===== config.mk =====
export PLATFORM = sky130hd
export DESIGN_NAME = smt_queue
export DESIGN_NICKNAME = d
export VERILOG_FILES = /design/src/rtl/smt_queue.sv
export SDC_FILE = /design/constraint.sdc
export NUM_CORES = 1
export LEC_CHECK = 0
export ABC_AREA = 1
export ABC_CLOCK_PERIOD_IN_PS = 1800
export BUFFER_PORTS_ARGS = -buffer_cell sky130_fd_sc_hd__buf_2
export CORE_AREA = 2 2 44 46
export DETAILED_ROUTE_END_ITERATION = 10
export DIE_AREA = 0 0 46 48
export PLACE_DENSITY = 0.79
export SLEW_MARGIN = 25
export SYNTH_ARGS = -nofsm -noshare
export SYNTH_HDL_FRONTEND = slang
export SYNTH_SLANG_ARGS = --single-unit

===== constraint.sdc =====
create_clock -name clk -period 1.8 [get_ports clk]
set_input_delay 0.18 -clock clk [delete_from_list [all_inputs] [get_ports clk]]
set_output_delay 0.18 -clock clk [all_outputs]
set_load 0.01 [all_outputs]

===== src/rtl/smt_queue.sv =====
// ----------------------------------------------------------------------------
// Small item queue
// A short first-in first-out buffer with queue-style handshakes on both sides.
// ----------------------------------------------------------------------------
module smt_queue #(
	parameter int WIDTH = 8,
	parameter int DEPTH = 2
) (
	input  logic             clk,
	input  logic             arst_n,
	input  logic             push,
	output logic             full,
	input  logic [WIDTH-1:0] wdata,
	input  logic             pop,
	output logic             empty,
	output logic [WIDTH-1:0] rdata
);

	localparam int PW = (DEPTH > 1) ? $clog2(DEPTH) : 1;
	localparam int CW = $clog2(DEPTH + 1);

	logic [WIDTH-1:0] data_q [DEPTH];
	logic [PW-1:0]    wptr_q;
	logic [PW-1:0]    rptr_q;
	logic [CW-1:0]    count_q;
	logic             do_push;
	logic             do_pop;

	assign full    = (count_q == CW'(DEPTH));
	assign empty   = (count_q == '0);
	assign do_push = push && !full;
	assign do_pop  = pop && !empty;
	assign rdata   = data_q[rptr_q];

	// Pointers and fill count.
	always_ff @(posedge clk or negedge arst_n) begin
		if (!arst_n) begin
			wptr_q  <= '0;
			rptr_q  <= '0;
			count_q <= '0;
		end else begin
			if (do_push) begin
				wptr_q <= (wptr_q == PW'(DEPTH - 1)) ? '0 : wptr_q + 1'b1;
			end
			if (do_pop) begin
				rptr_q <= (rptr_q == PW'(DEPTH - 1)) ? '0 : rptr_q + 1'b1;
			end
			if (do_push && !do_pop) begin
				count_q <= count_q + 1'b1;
			end else if (do_pop && !do_push) begin
				count_q <= count_q - 1'b1;
			end
		end
	end

	// Entry storage.
	always_ff @(posedge clk) begin
		if (do_push) begin
			data_q[wptr_q] <= wdata;
		end
	end

endmodule


* Word-level counts from Yosys, hierarchy flattened *
Memory sizes are Yosys's and may differ from the RTL's.
Index checks and enable logic that the tools add are counted.

operators by class
  add/sub/neg operators = 4
  $mul = 0
  div/mod/pow operators = 0
  magnitude comparators = 0
  equal/unequal tests = 1
  shift-type cells = 0
  muxes and demuxes = 6
  bitwise logic cells = 0
  reduce and logical (&&, ||, !) cells = 10

operators with widths
  cell                 number
  $logic_and 1x1->1    4
  $logic_not 1->1      4
  $mux 1               4
  $mux 2               2
  $add 1x1->1 const B  2
  $add 2x1->2 const B  1
  $eq 2x2->1 const B   1
  $logic_not 2->1      1
  $reduce_bool 2->1    1
  $sub 2x1->2 const B  1

word-level totals
  flip-flop bits (word level) = 4
  bits in latches = 0
  memory bits (writable) = 16
  ROM bits = 0
  input bits = 12
  output and inout port bits = 10
  logic and storage cells = 25
  memories = 1

memories
  memory  depth  width  rd ports  clocked after Yosys merged registers in  wr ports  line  RTL
  data_q  2      8      1         0                                        1         22    logic [WIDTH-1:0] data_q [DEPTH];

* Depth between registers and ports, before layout *
  depth after elaboration = 7
  gate-level depth with buffers = 9
  depth with buffers taken out = 9

* Worst setup path before layout *
No wires, ideal clock.

  path kind = register to register
  start = register count_q[1]
  end = memory data_q[1][0], enable pin
  setup time = 371 ps
  data arrival time = 951 ps
  slack = 478 ps
  stages on the path, launching flop included = 4
  cell sequence = dfrtp_1 > inv_1 > o21ai_0 > nor2_1

between the ends
  word-level cells in the longest chain between the ends = 5

ends and longest elaborated chain
  element                       line  RTL
  from (decl)                   25    logic [CW-1:0] count_q;
  from (signal assigned)        49    count_q <= count_q + 1'b1;
  from (signal assigned)        51    count_q <= count_q - 1'b1;
  $eq 2x2->1                    29    assign full = (count_q == CW'(DEPTH));
  $logic_not 1->1               31    assign do_push = push && !full;
  $logic_and 1x1->1             31
  $mux 1                        58    if (do_push) begin
  $mux 1 (implied by the code)  59    data_q[wptr_q] <= wdata;
  to (decl)                     22

Every way passes these cells.

* Worst setup path after layout *
  start = register rptr_q
  end = output port rdata[6]

between the ends
  word-level cells in the longest chain between the ends = 1

ends and longest elaborated chain
  element                 line  RTL
  from (decl)             24    logic [PW-1:0] rptr_q;
  from (signal assigned)  46    rptr_q <= (rptr_q == PW'(DEPTH - 1)) ? '0 : rptr_q + 1'b1;
  $mem_v2 2x8             n/a
  to (decl)               16    output logic [WIDTH-1:0] rdata

Every way passes these cells.

==> impl_metrics.toml <==
[sta]
rsz0062_at_grt = "false"
slew_headroom_pct = 77.1
final.setup_skew_ns = 0.00925
slew_violations = 0
worst_slew_pin_slew_ns = 0.343
fin_crit_sh_pct = 81.3
hold_slack_ns = 0.0588
period_needed_ns = 1.46
setup_tns_ns = 0
fmax_ghz = 0.683
hold_viol_final = 0
setup_viol = 0

[worst_setup_path]
startpoint_type = "flop"
reg2reg_to = "count_q[1]$_DFFE_PN0P_"
timing.rr.start = "count_q[0]$_DFFE_PN0P_"
arrival_ns = 1.28
end_kind = "primary output"
cp_max_fo = 10
critPathRequiredTime_ns = 1.62
worstSetupPathType = "flop to primary output"
r2r_cells = 6
r2r_setup_slack_ns = 0.41

[flow_run]
maxCapViolCount = 0

[synth]
mappedNetlistArea_um2 = 810
synth_cells = 73
synth.top_cells.by_area = "edfxtp_1 59%, nand2_1 15%, dfrtp_1 12%"
ys_seq_area_share_pct = 71.7
synth_top_area_share_pct = 59.4
ys_ff_latch = 20
yosysTopAreaCell = "edfxtp_1"
synth_fp_nets = 86
yosysUniqueCellTypes = 14
syn_area_per_cell_um2 = 11.1
yosysWarnings = 0

[cells_and_area]
n_antenna_cell = 0
syn_to_final_growth_pct = 23.6
fin_area_um2 = 1000
drive_gt1_share_pct = 29.3
fin_cells = 116
final_util_pct = 59.3
final_nets = 113
nFillCells = 144

[routing]
wl_um = 1400
route.vias.total = 565
drt_iter0_drc = 7
wl_per_cell_um = 12.1
drc = 0
ant_nets = 0
first_pass_iters = 4
vias_per_cell = 4.87

[worst_hold_path]
min_delay_worst_endpoint = "data_q[0][3]$_DFFE_PP_"
min_from = "wdata[3]"
hold_path.class = "input pin to flop"
min_delay_path_depth = 1

[placed_design]
placed_cell_area_um2 = 938
port_buffers = 21
dp_cells = 111
place.gp.congestion = 0.699
hpwlAfterDp_um = 1040

[clock_network]
htree_levels = 1
hold_buffers = 1
cts_buffers = 3
cts_tree = "done"
cts_buffer_depth = 2
postCtsResizedCells = 0
clock_latency_ns = 0.30
cts-root-buf = "clkbuf_4"
post_cts_buffers = 0
cts.sinks = 20
clk_pin_slew_ns = 0.12

[grt]
grtUsageTotal_pct = 14.4
antenna_found_initial = 0
grt.met3_usage_pct = 4.91
grt_overflow = 0
grt_pass1_wl_um = 2130
met1_usage_pct = 16.0
grt-busiest-layer = "met2"
use_met2_pct = 24.2
grt_max_degree = 13
grt_pass1_vias = 513

[die]
die_area_um2 = 2210
start_util_pct = 47.9
rows = 15
die-width_um = 46
num_io_pins = 22
die_h_um = 48
fp.coreArea_um2 = 1690

[power]
power_density_nw_per_um2 = 1650
ir_worst_vdd_uv = 844
p_leak_nw = 0.482

[outcome]
status = "completed"
==> how the worst max path moves through the flow <==
| stage | end | slack [ns] | from | cells past startpoint |
|---|---|---|---|---|
| after detailed placement | count_q[1]$_DFFE_PN0P_ | 0.43 | count_q[0]$_DFFE_PN0P_ | 6 |
| after CTS | rdata[7] | 0.32 | rptr_q$_DFFE_PN0P_ | 4 |
| after floorplan | data_q[1][0]$_DFFE_PP_ | 0.48 | count_q[1]$_DFFE_PN0P_ | 3 |
| after global routing | rdata[2] | 0.25 | rptr_q$_DFFE_PN0P_ | 4 |
| final | rdata[6] | 0.34 | rptr_q$_DFFE_PN0P_ | 4 |
| after global placement | data_q[0][4]$_DFFE_PP_ | 0.47 | count_q[1]$_DFFE_PN0P_ | 5 |
==> routing by layer <==
layer,up-vias,part of all wire [%]
li1,286,-
met1,264,41
met3,2,4.4
met2,13,54
met4,0,0.71
met5,-,0
==> cell usage in the layout (no fill, tap or decap) <==
master,synthesis,final
nand2_1,33,33
buf_2,1,21
edfxtp_1,16,16
inv_1,7,7
dfrtp_1,4,4
clkbuf_4,0,3
nor2_1,2,2
nor2_2,2,2
o21ai_0,2,2
inv_2,1,1
xnor2_1,1,1
nand3b_1,1,1
nand3_1,1,1
nand4_1,1,1
ha_1,1,1
bufinv_16,0,1
dlygate4sd3_1,0,1
buf_4,0,1
==> worst max-delay path, stage by stage, from the launching register on <==
cell	delay, ns
dfrtp_1	0.56
inv_2	0.16
nand2_1	0.09
nand2_1	0.05
buf_2	0.13
==> Yosys cell counts <==
cell and instances:
nor2_2 2, dfrtp_1 4, buf_2 1, nand3b_1 1, inv_1 7, nand2_1 33, nand3_1 1, ha_1 1
nor2_1 2, xnor2_1 1, o21ai_0 2, nand4_1 1, edfxtp_1 16, inv_2 1
==> area by class of cell <==
| cell class | count | area, µm² | share of cell area [%] |
|---|---|---|---|
| repair buffers | 23 | 123 | 12.3 |
| well taps | 17 | 21.3 | 2.13 |
| clock inverters | 1 | 30.0 | 3.00 |
| flip-flops and latches | 20 | 581 | 58.0 |
| multi-input cells | 44 | 194 | 19.4 |
| inverters | 8 | 30.0 | 3.00 |
| clock buffers | 3 | 22.5 | 2.25 |
==> kinds of logic after synthesis <==
logic type	Yosys count	share of synthesized area, %
xor+xnor	1	1.08
fa+ha+maj	1	1.55
buf+inv	9	4.33
simple gates	40	20.1
compound gates	2	1.24
flops	20	71.7
==> flip-flops by register name, indices dropped and copies added (netlist names) <==
name,cells
count_q,2
data_q,16
rptr_q,1
wptr_q,1
==> power by group <==
| group | internal, mW | total (mW) | switching, mW |
|---|---|---|---|
| Sequential | 0.642 | 0.733 | 0.0907 |
| Clock | 0.225 | 0.361 | 0.136 |
| Combinational | 0.215 | 0.558 | 0.342 |
| Total | 1.08 | 1.65 | 0.569 |
==> per-stage QoR <==
step | setup slack, ns | total power [mW]
6_report | 0.336 | 1.65
5_1_grt | 0.250 | 1.77
4_1_cts | 0.315 | 1.66
3_5_place_dp | 0.429 | 1.30
3_3_place_gp | 0.472 | 1.27
2_1_floorplan | 0.478 | 1.09
Power figures use the tool's default switching activity.
