`src/rtl/smt_pkg.sv`:
```
// ----------------------------------------------------------------------------
// Signature match table package
// Shared codes, item and slot layouts, and the constant part of the key hash.
// ----------------------------------------------------------------------------
package smt_pkg;

	// Item modes.
	localparam logic [1:0] MODE_CLEAR  = 2'd0;
	localparam logic [1:0] MODE_INSERT = 2'd1;
	localparam logic [1:0] MODE_TAKE   = 2'd2;

	// Slot states.
	localparam logic [1:0] SLOT_EMPTY  = 2'd0;
	localparam logic [1:0] SLOT_UNIQUE = 2'd1;
	localparam logic [1:0] SLOT_AMBIG  = 2'd2;
	localparam logic [1:0] SLOT_USED   = 2'd3;

	// Result status codes.
	localparam logic [2:0] ST_INSERTED = 3'd0;
	localparam logic [2:0] ST_MARKED   = 3'd1;
	localparam logic [2:0] ST_FULL     = 3'd2;
	localparam logic [2:0] ST_TAKEN    = 3'd3;
	localparam logic [2:0] ST_ABSENT   = 3'd4;
	localparam logic [2:0] ST_REFUSED  = 3'd5;
	localparam logic [2:0] ST_CLEARED  = 3'd6;

	// Hash constants.
	localparam logic [31:0] MIX_C1 = 32'h85EBCA6B;
	localparam logic [31:0] MIX_C2 = 32'hC2B2AE35;
	localparam logic [31:0] GOLDEN = 32'h9E3779B9;

	// Remainder unit: hash bits consumed per cycle and remainder steps per hash.
	localparam int DIGITS = 4;
	localparam int STEPS  = 32 / DIGITS;

	typedef struct packed {
		logic [1:0]  mode;
		logic [31:0] signature;
		logic [1:0]  kind;
		logic [10:0] record_index;
	} item_t;

	typedef struct packed {
		logic [31:0] signature;
		logic [1:0]  kind;
		logic [10:0] record_index;
		logic [1:0]  state;
	} slot_t;

	typedef struct packed {
		logic [2:0]  status;
		logic [10:0] found_index;
	} result_t;

	// Murmur3 finalizer; only ever evaluated on constants.
	function automatic logic [31:0] fmix(logic [31:0] v_in);
		logic [63:0] p;
		logic [31:0] v;
		v = v_in ^ (v_in >> 16);
		p = 64'(v) * 64'(MIX_C1);
		v = p[31:0];
		v = v ^ (v >> 13);
		p = 64'(v) * 64'(MIX_C2);
		v = p[31:0];
		v = v ^ (v >> 16);
		return v;
	endfunction

	// The kind is only two bits wide, so its finalized value is a four-entry table.
	localparam logic [31:0] FMIX_TAB [4] = '{fmix(32'd0), fmix(32'd1), fmix(32'd2),
		fmix(32'd3)};

endpackage

```
`src/rtl/smt_front.sv`:
```
// ----------------------------------------------------------------------------
// Signature match table front end
// Accepts items, hashes the key and reduces it to a home slot.
// ----------------------------------------------------------------------------
module smt_front #(
	parameter int TABLE_SLOTS = 4096
) (
	input  logic                           clk,
	input  logic                           arst_n,
	input  logic                           hold,
	input  logic                           push,
	output logic                           full,
	input  logic [1:0]                     mode,
	input  logic [31:0]                    signature,
	input  logic [1:0]                     kind,
	input  logic [10:0]                    record_index,
	output logic                           q_push,
	input  logic                           q_full,
	output logic [$bits(smt_pkg::item_t)+$clog2(TABLE_SLOTS)-1:0] q_wdata
);

	localparam int  AW   = $clog2(TABLE_SLOTS);
	localparam int  RW   = AW + 1;
	localparam bit  POW2 = (TABLE_SLOTS & (TABLE_SLOTS - 1)) == 0;
	localparam logic [RW-1:0] N_R = RW'(TABLE_SLOTS);
	localparam int  SCW  = $clog2(smt_pkg::STEPS);

	localparam logic [1:0] F_IDLE = 2'd0;
	localparam logic [1:0] F_MOD  = 2'd1;
	localparam logic [1:0] F_PUSH = 2'd2;

	logic [1:0]          fst_q;
	smt_pkg::item_t      item_q;
	logic [31:0]         h_q;
	logic [RW-1:0]       rem_q;
	logic [SCW-1:0]      step_q;
	logic [31:0]         hash;
	logic [RW-1:0]       rem_nx;
	logic                accept;

	assign full   = hold || (fst_q != F_IDLE);
	assign accept = push && !full;
	assign q_push = (fst_q == F_PUSH) && !q_full;
	assign q_wdata = {item_q, rem_q[AW-1:0]};

	// Golden-ratio combine of the signature with the finalized kind.
	assign hash = signature ^ (smt_pkg::FMIX_TAB[kind] + smt_pkg::GOLDEN +
		(signature << 6) + (signature >> 2));

	// Long-division remainder, DIGITS hash bits per cycle.
	always_comb begin
		rem_nx = rem_q;
		for (int k = 0; k < smt_pkg::DIGITS; k++) begin
			rem_nx = {rem_nx[RW-2:0], h_q[31-k]};
			if (rem_nx >= N_R) begin
				rem_nx = rem_nx - N_R;
			end
		end
	end

	// Front sequencer.
	always_ff @(posedge clk or negedge arst_n) begin
		if (!arst_n) begin
			fst_q  <= F_IDLE;
			step_q <= '0;
		end else begin
			case (fst_q)
				F_IDLE: begin
					if (accept) begin
						step_q <= '0;
						fst_q  <= POW2 ? F_PUSH : F_MOD;
					end
				end
				F_MOD: begin
					step_q <= step_q + 1'b1;
					if (step_q == SCW'(smt_pkg::STEPS - 1)) begin
						fst_q <= F_PUSH;
					end
				end
				F_PUSH: begin
					if (!q_full) begin
						fst_q <= F_IDLE;
					end
				end
				default: begin
					fst_q <= F_IDLE;
				end
			endcase
		end
	end

	// Item and hash datapath.
	always_ff @(posedge clk) begin
		if (fst_q == F_IDLE && accept) begin
			item_q <= '{mode: mode, signature: signature, kind: kind,
				record_index: record_index};
			h_q    <= hash;
			rem_q  <= POW2 ? {1'b0, hash[AW-1:0]} : '0;
		end else if (fst_q == F_MOD) begin
			h_q   <= h_q << smt_pkg::DIGITS;
			rem_q <= rem_nx;
		end
	end

endmodule

```
`config.mk`:
```
export PLATFORM = sky130hd
export DESIGN_NAME = smt_front
export DESIGN_NICKNAME = d
export VERILOG_FILES = /design/src/rtl/smt_pkg.sv /design/src/rtl/smt_front.sv
export SDC_FILE = /design/constraint.sdc
export NUM_CORES = 1
export LEC_CHECK = 0
export BUFFER_PORTS_ARGS = -buffer_cell sky130_fd_sc_hd__buf_2
export CAP_MARGIN = 10
export CORE_UTILIZATION = 57
export DETAILED_ROUTE_END_ITERATION = 10
export PLACE_DENSITY = 0.82
export SYNTH_ARGS = -nofsm -noshare
export SYNTH_HDL_FRONTEND = slang
export SYNTH_SLANG_ARGS = --single-unit
```
`constraint.sdc`:
```
create_clock -name clk -period 4.3 [get_ports clk]
set_input_delay 0.215 -clock clk [delete_from_list [all_inputs] [get_ports clk]]
set_output_delay 0.215 -clock clk [all_outputs]
set_load 0.005 [all_outputs]
```
Word-level counts from Yosys, hierarchy flattened
Cells that the tools add are included.
Storage, ports and cells
  register bits after elaboration: 96
  output and inout bits: 61
Cells by class
  $add $sub $neg: 8
  magnitude comparators: 5
  eq/ne operators: 6
  multiplexer cells: 17
  bitwise gates (word level): 2
  reductions and logical operators: 12
Operators with widths (count)
  two-way mux 32 bit: 4
  two-way mux 12 bit: 6
  binary-select mux 32 bit (select 2 bit): 1
  greater-or-equal comparator 13 bit (second input constant): 4
  subtractor 12 x 1 -> 12 bit (second input constant): 4
  adder 32 x 30 -> 32 bit: 1
  adder 32 bit: 1
  adder 32 bit (second input constant): 1
  bitwise XOR 32 bit: 1
  two-way mux 2 bit: 3
  inequality test 2 bit (second input constant): 3
  case mux 2 bit (3 select lines): 1
  case mux 3 bit (2 select lines): 1
  nonzero test 2 bit: 3
  adder 3 x 1 -> 3 bit (second input constant): 1
  equality test 3 bit (second input constant): 1
  greater-or-equal comparator 3 bit (second input constant): 1
  logical AND 1 bit: 3
  two-way mux 3 bit: 1
  inverter 2 -> 3 bit: 1
  AND reduction 3 bit: 1
  equality test 2 x 1 -> 1 bit (second input constant): 1
  equality test 2 bit (second input constant): 1
  zero test 1 bit: 2
  other kinds (3): 3

Depth between registers and ports, before layout
  depth in word-level cells: 10
  depth in mapped cells: 15
  mapped depth without buffers: 15

Worst setup path after synthesis
No wires, ideal clock.
  kind: register to register
  start point: register fst_q[1]
  end point: register h_q[30] (data pin)
  library setup time: 412 ps
  data arrival time: 3578 ps
  required time: 3888 ps
  slack: 310 ps
  cell stages (with the launch flop): 6
  path buffers: 1
  cell sequence: dfrtp_1 > nor2_1 > nand2_1 > clkinv_1 > buf_1 > a31oi_1
Between the ends
  longest elaborated chain between the ends: 6
  elaborated cells between the ends (all ways): 7
  those cells by class: 1 x mux; 6 x reduce/logical
Ends and longest elaborated chain
  from (decl): line smt_front.sv:32  | logic [1:0] fst_q;
  from (signal assigned): line smt_front.sv:71  | fst_q <= POW2 ? F_PUSH : F_MOD;
  nonzero test 2 bit: line smt_front.sv:41  | assign full = hold || (fst_q != F_IDLE);
  logical OR 1 bit: line smt_front.sv:41
  zero test 1 bit: line smt_front.sv:42  | assign accept = push && !full;
  logical AND 1 bit: line smt_front.sv:42
  logical AND 1 bit *: line smt_front.sv:94  | if (fst_q == F_IDLE && accept) begin
  two-way mux 32 bit *: line smt_front.sv:94
  to (signal assigned): line smt_front.sv:97  | h_q <= hash;
  to (signal assigned): line smt_front.sv:100  | h_q <= h_q << smt_pkg::DIGITS;
  to (decl): line smt_front.sv:34  | logic [31:0] h_q;
Mark *: on every way between the ends. The rest lies on a longest branch, timed or not.
A chain may end at the register's enable or synchronous reset.

Worst setup path after layout
  start point: input kind[0]
  end point: register h_q[28] (data pin)
Between the ends
  longest elaborated chain between the ends: 9
Ends and longest elaborated chain
  from (decl): line smt_front.sv:15  | input logic [1:0] kind,
  inverter 2 -> 3 bit (not written as such): line smt_front.sv:47  | assign hash = signature ^ (smt_pkg::FMIX_TAB[kind] + smt_pkg::GOLDEN +
  binary-select mux 32 bit (select 2 bit): line smt_front.sv:47
  two-way mux 32 bit (not written as such) (2 in a row): line smt_front.sv:47
  adder 32 bit (2 in a row): line smt_front.sv:47
  adder 32 x 30 -> 32 bit: line smt_front.sv:48  | (signature << 6) + (signature >> 2));
  bitwise XOR 32 bit: line smt_front.sv:47
  two-way mux 32 bit: line smt_front.sv:94
Every way passes these cells. The select of a mux whose other input is x is not followed.

==> qor.yml <==
route:
  first_pass_iters: 5
  wl_per_cell_um: 17.4
  vias_per_cell: 5.47
  via_count: 4819
  drt_wl_total_mm: 15.3
  postRouteAntennaNets: 0
  drt_iter0_drc: 336
  drc: 0
sta:
  hold_viol_final: 0
  layout_worst_path_cycle_share_pct: 84.9
  max_slew_margin_pct: 49.9
  holdWs_ns: 0.0416
  tns_ns: 0
  setup_violations: 0
  timing.fmax_ghz: 0.274
  worst_pin_slew_ns: 0.752
  min_period_ns: 3.65
  slew_viol_final: 0
  fin_skew_ns: 0.0180
  rsz0062_at_grt: "false"
yosys:
  seq_area_frac_synth_pct: 43.0
  ys_warn_count: 0
  synth_cells: 607
  mappedNetlistArea_sq_um: 6410
  synth_fp_nets: 753
  ys_seq_elements: 92
  synth_edf_count: 91
  postSynthAreaPerCell_sq_um: 10.6
  synth-main-ff-cell: "edfxtp_1"
  async_flop_share_pct: 1.09
  synthDistinctLibCells: 49
clocking:
  htreeDepth: 3
  clock-root-buffer: "clkbuf_8"
  clk_latency_ns: 0.39
  path_clk_slew_ns: 0.11
  cts.repair.resized: 0
  clock_sinks: 92
  cts_buffer_depth: 2
  cts_made_buffers: 9
  cts_tree: "yes"
layout:
  drive_gt1_share_pct: 19.0
  final_common_cell: "buf_2"
  area_growth_pct: 16.9
  final_cell_mix: "buf_2 (112), edfxtp_1 (91), inv_1 (89)"
  n_antenna_cell: 0
  nets: 882
  fillers: 851
  multiInputGateArea_sq_um: 3260
  area.sequential_sq_um: 2760
critical_path:
  worst_ep_required_time_ns: 4.42
  endpoint_kind: "flip-flop"
  path_max_fanout: 6
  startpoint_type: "input pin"
  cp-startpoint: "kind[0]"
  critPathArrivalTime_ns: 3.77
  reg2reg_from: "fst_q[1]$_DFFE_PN0P_"
  crit_type: "input pin to flip-flop"
die:
  die_height_um: 108
  boundaryPins: 113
  dieArea_sq_um: 11700
  die_x_um: 108
  coreArea_sq_um: 10900
  start_util_pct: 58.9
  rows: 38
global_route:
  grt_overflow: 0
  grt_pass1_vias: 4595
  grt_max_degree: 70
  grt_pass1_wl_mm: 23.4
  grt_usage_pct: 27.6
  antenna_found_initial: 0
pwr:
  p_per_area_nw_per_um2: 403
  peakVddDrop_mv: 0.331
  p_total_mw: 3.02
  p_leak_nw: 3.41
flow_run:
  maxCapViolCount: 0
run_status:
  status: "completed"
worst_hold_path:
  hp-class: "input pin to flip-flop"
  holdCritStartpoint: "signature[19]"
placement:
  gp_congestion: 0.932
  portBuffers: 112
  hpwl_mm: 12.2
==> per-stage QoR <==
step / cell area (sq um) / setup slack [ns] / cells / util (%)
global placement: 7130 / 0.287 / 851 / 65.5
CTS: 7490 / 0.673 / 881 / 68.8
global route: 7490 / 0.543 / 881 / 68.8
finish: 7490 / 0.649 / 881 / 68.8
detailed placement: 7130 / 0.282 / 851 / 65.5
floorplan: 6410 / 0.310 / 607 / -
==> cells by family after synthesis <==
kind of cell	synth area share, %
AO/OA/AOI/OAI	13.0
AND/OR/NAND/NOR	9.06
buffers and inverters	6.15
adder cells (fa/ha/maj)	20.8
flip-flops	43.0
XOR/XNOR	7.79
multiplexers	0.156
==> registers in the layout (all words and copies together) (netlist names) <==
| register | flops |
|---|---|
| q_wdata | 47 |
| fst_q | 1 |
| h_q | 32 |
| rem_q | 12 |
==> cell usage after synthesis (all sizes together) (2+ instances only) <==
cell / number / area [sq um]
xnor2: 42 / 368
nand4: 2 / 12.5
a31oi: 9 / 62.6
clkbuf: 11 / 41.3
o211ai: 3 / 22.5
nand3: 14 / 70.1
inv: 89 / 334
a21oi: 34 / 174
a211oi: 3 / 27.5
or3: 3 / 18.8
ha: 73 / 913
nand2b: 2 / 12.5
nor2b: 5 / 31.3
and3: 4 / 25.0
o21ai: 35 / 179
nor3: 4 / 20.0
a211o: 2 / 17.5
edfxtp: 91 / 2730
and2: 3 / 18.8
o21a: 16 / 120
nand2: 48 / 180
nor2: 40 / 150
xor2: 15 / 131
fa: 21 / 420
a21o: 15 / 113
buf: 2 / 15.0
o21bai: 4 / 30.0
nand4b: 2 / 17.5
==> worst max-delay path: stages <==
cell      delay (ns)
buf_2           0.14
inv_1           0.21
ha_1            0.25
inv_1           0.13
fa_1            0.50
inv_1           0.04
ha_1            0.29
ha_1            0.38
a21oi_1         0.19
nor2b_1         0.07
or4_1           0.50
o21bai_1        0.28
a31oi_1         0.15
xnor2_1         0.28
o21ai_0         0.13
==> where the power goes <==
part           switching [mW]  leakage, nW  internal [mW]  total [mW]
clock                   0.336        0.113          0.332       0.667
combinational           0.761         2.44          0.522        1.28
sequential             0.0137        0.857           1.05        1.07
total                    1.11         3.41           1.91        3.02
==> routing by layer <==
metal / part of all wire (%) / vias to the layer above / global-route usage [%]
li1: - / 2348 / -
met1: 46 / 2283 / 39.1
met2: 45 / 170 / 42.9
met3: 6.9 / 18 / 4.28
met4: 1.7 / 0 / 10.1
met5: 0 / - / 0
==> repair_timing <==
item,in CTS,in global routing
hold buffers,14,0
endpoints found under the hold margin,14,0
setup buffers,0,0
==> worst paths after layout <==
path	end	slack (ns)	cells after the start
max	h_q[28]$_DFFE_PP_	0.65	15
min	q_wdata[44]$_DFFE_PP_	0.04	1
max reg2reg	q_wdata[30]$_DFFE_PP_	2.27	4
min reg2reg	fst_q[1]$_DFFE_PN0P_	0.50	2
max in group asynchronous	fst_q[1]$_DFFE_PN0P_	4.08	2
min in group asynchronous	fst_q[1]$_DFFE_PN0P_	0.14	2
==> layout make-up <==
| class | instances | share of cell area (%) |
|---|---|---|
| Clock inverter | 7 | 1.30 |
| Tap cell | 140 | 2.34 |
| Inverter | 90 | 4.54 |
| Sequential cell | 92 | 36.8 |
| Multi-Input combinational cell | 412 | 43.5 |
| Timing Repair Buffer | 131 | 9.85 |
| Clock buffer | 9 | 1.65 |
Note: power is estimated with default switching activity, not from simulation.
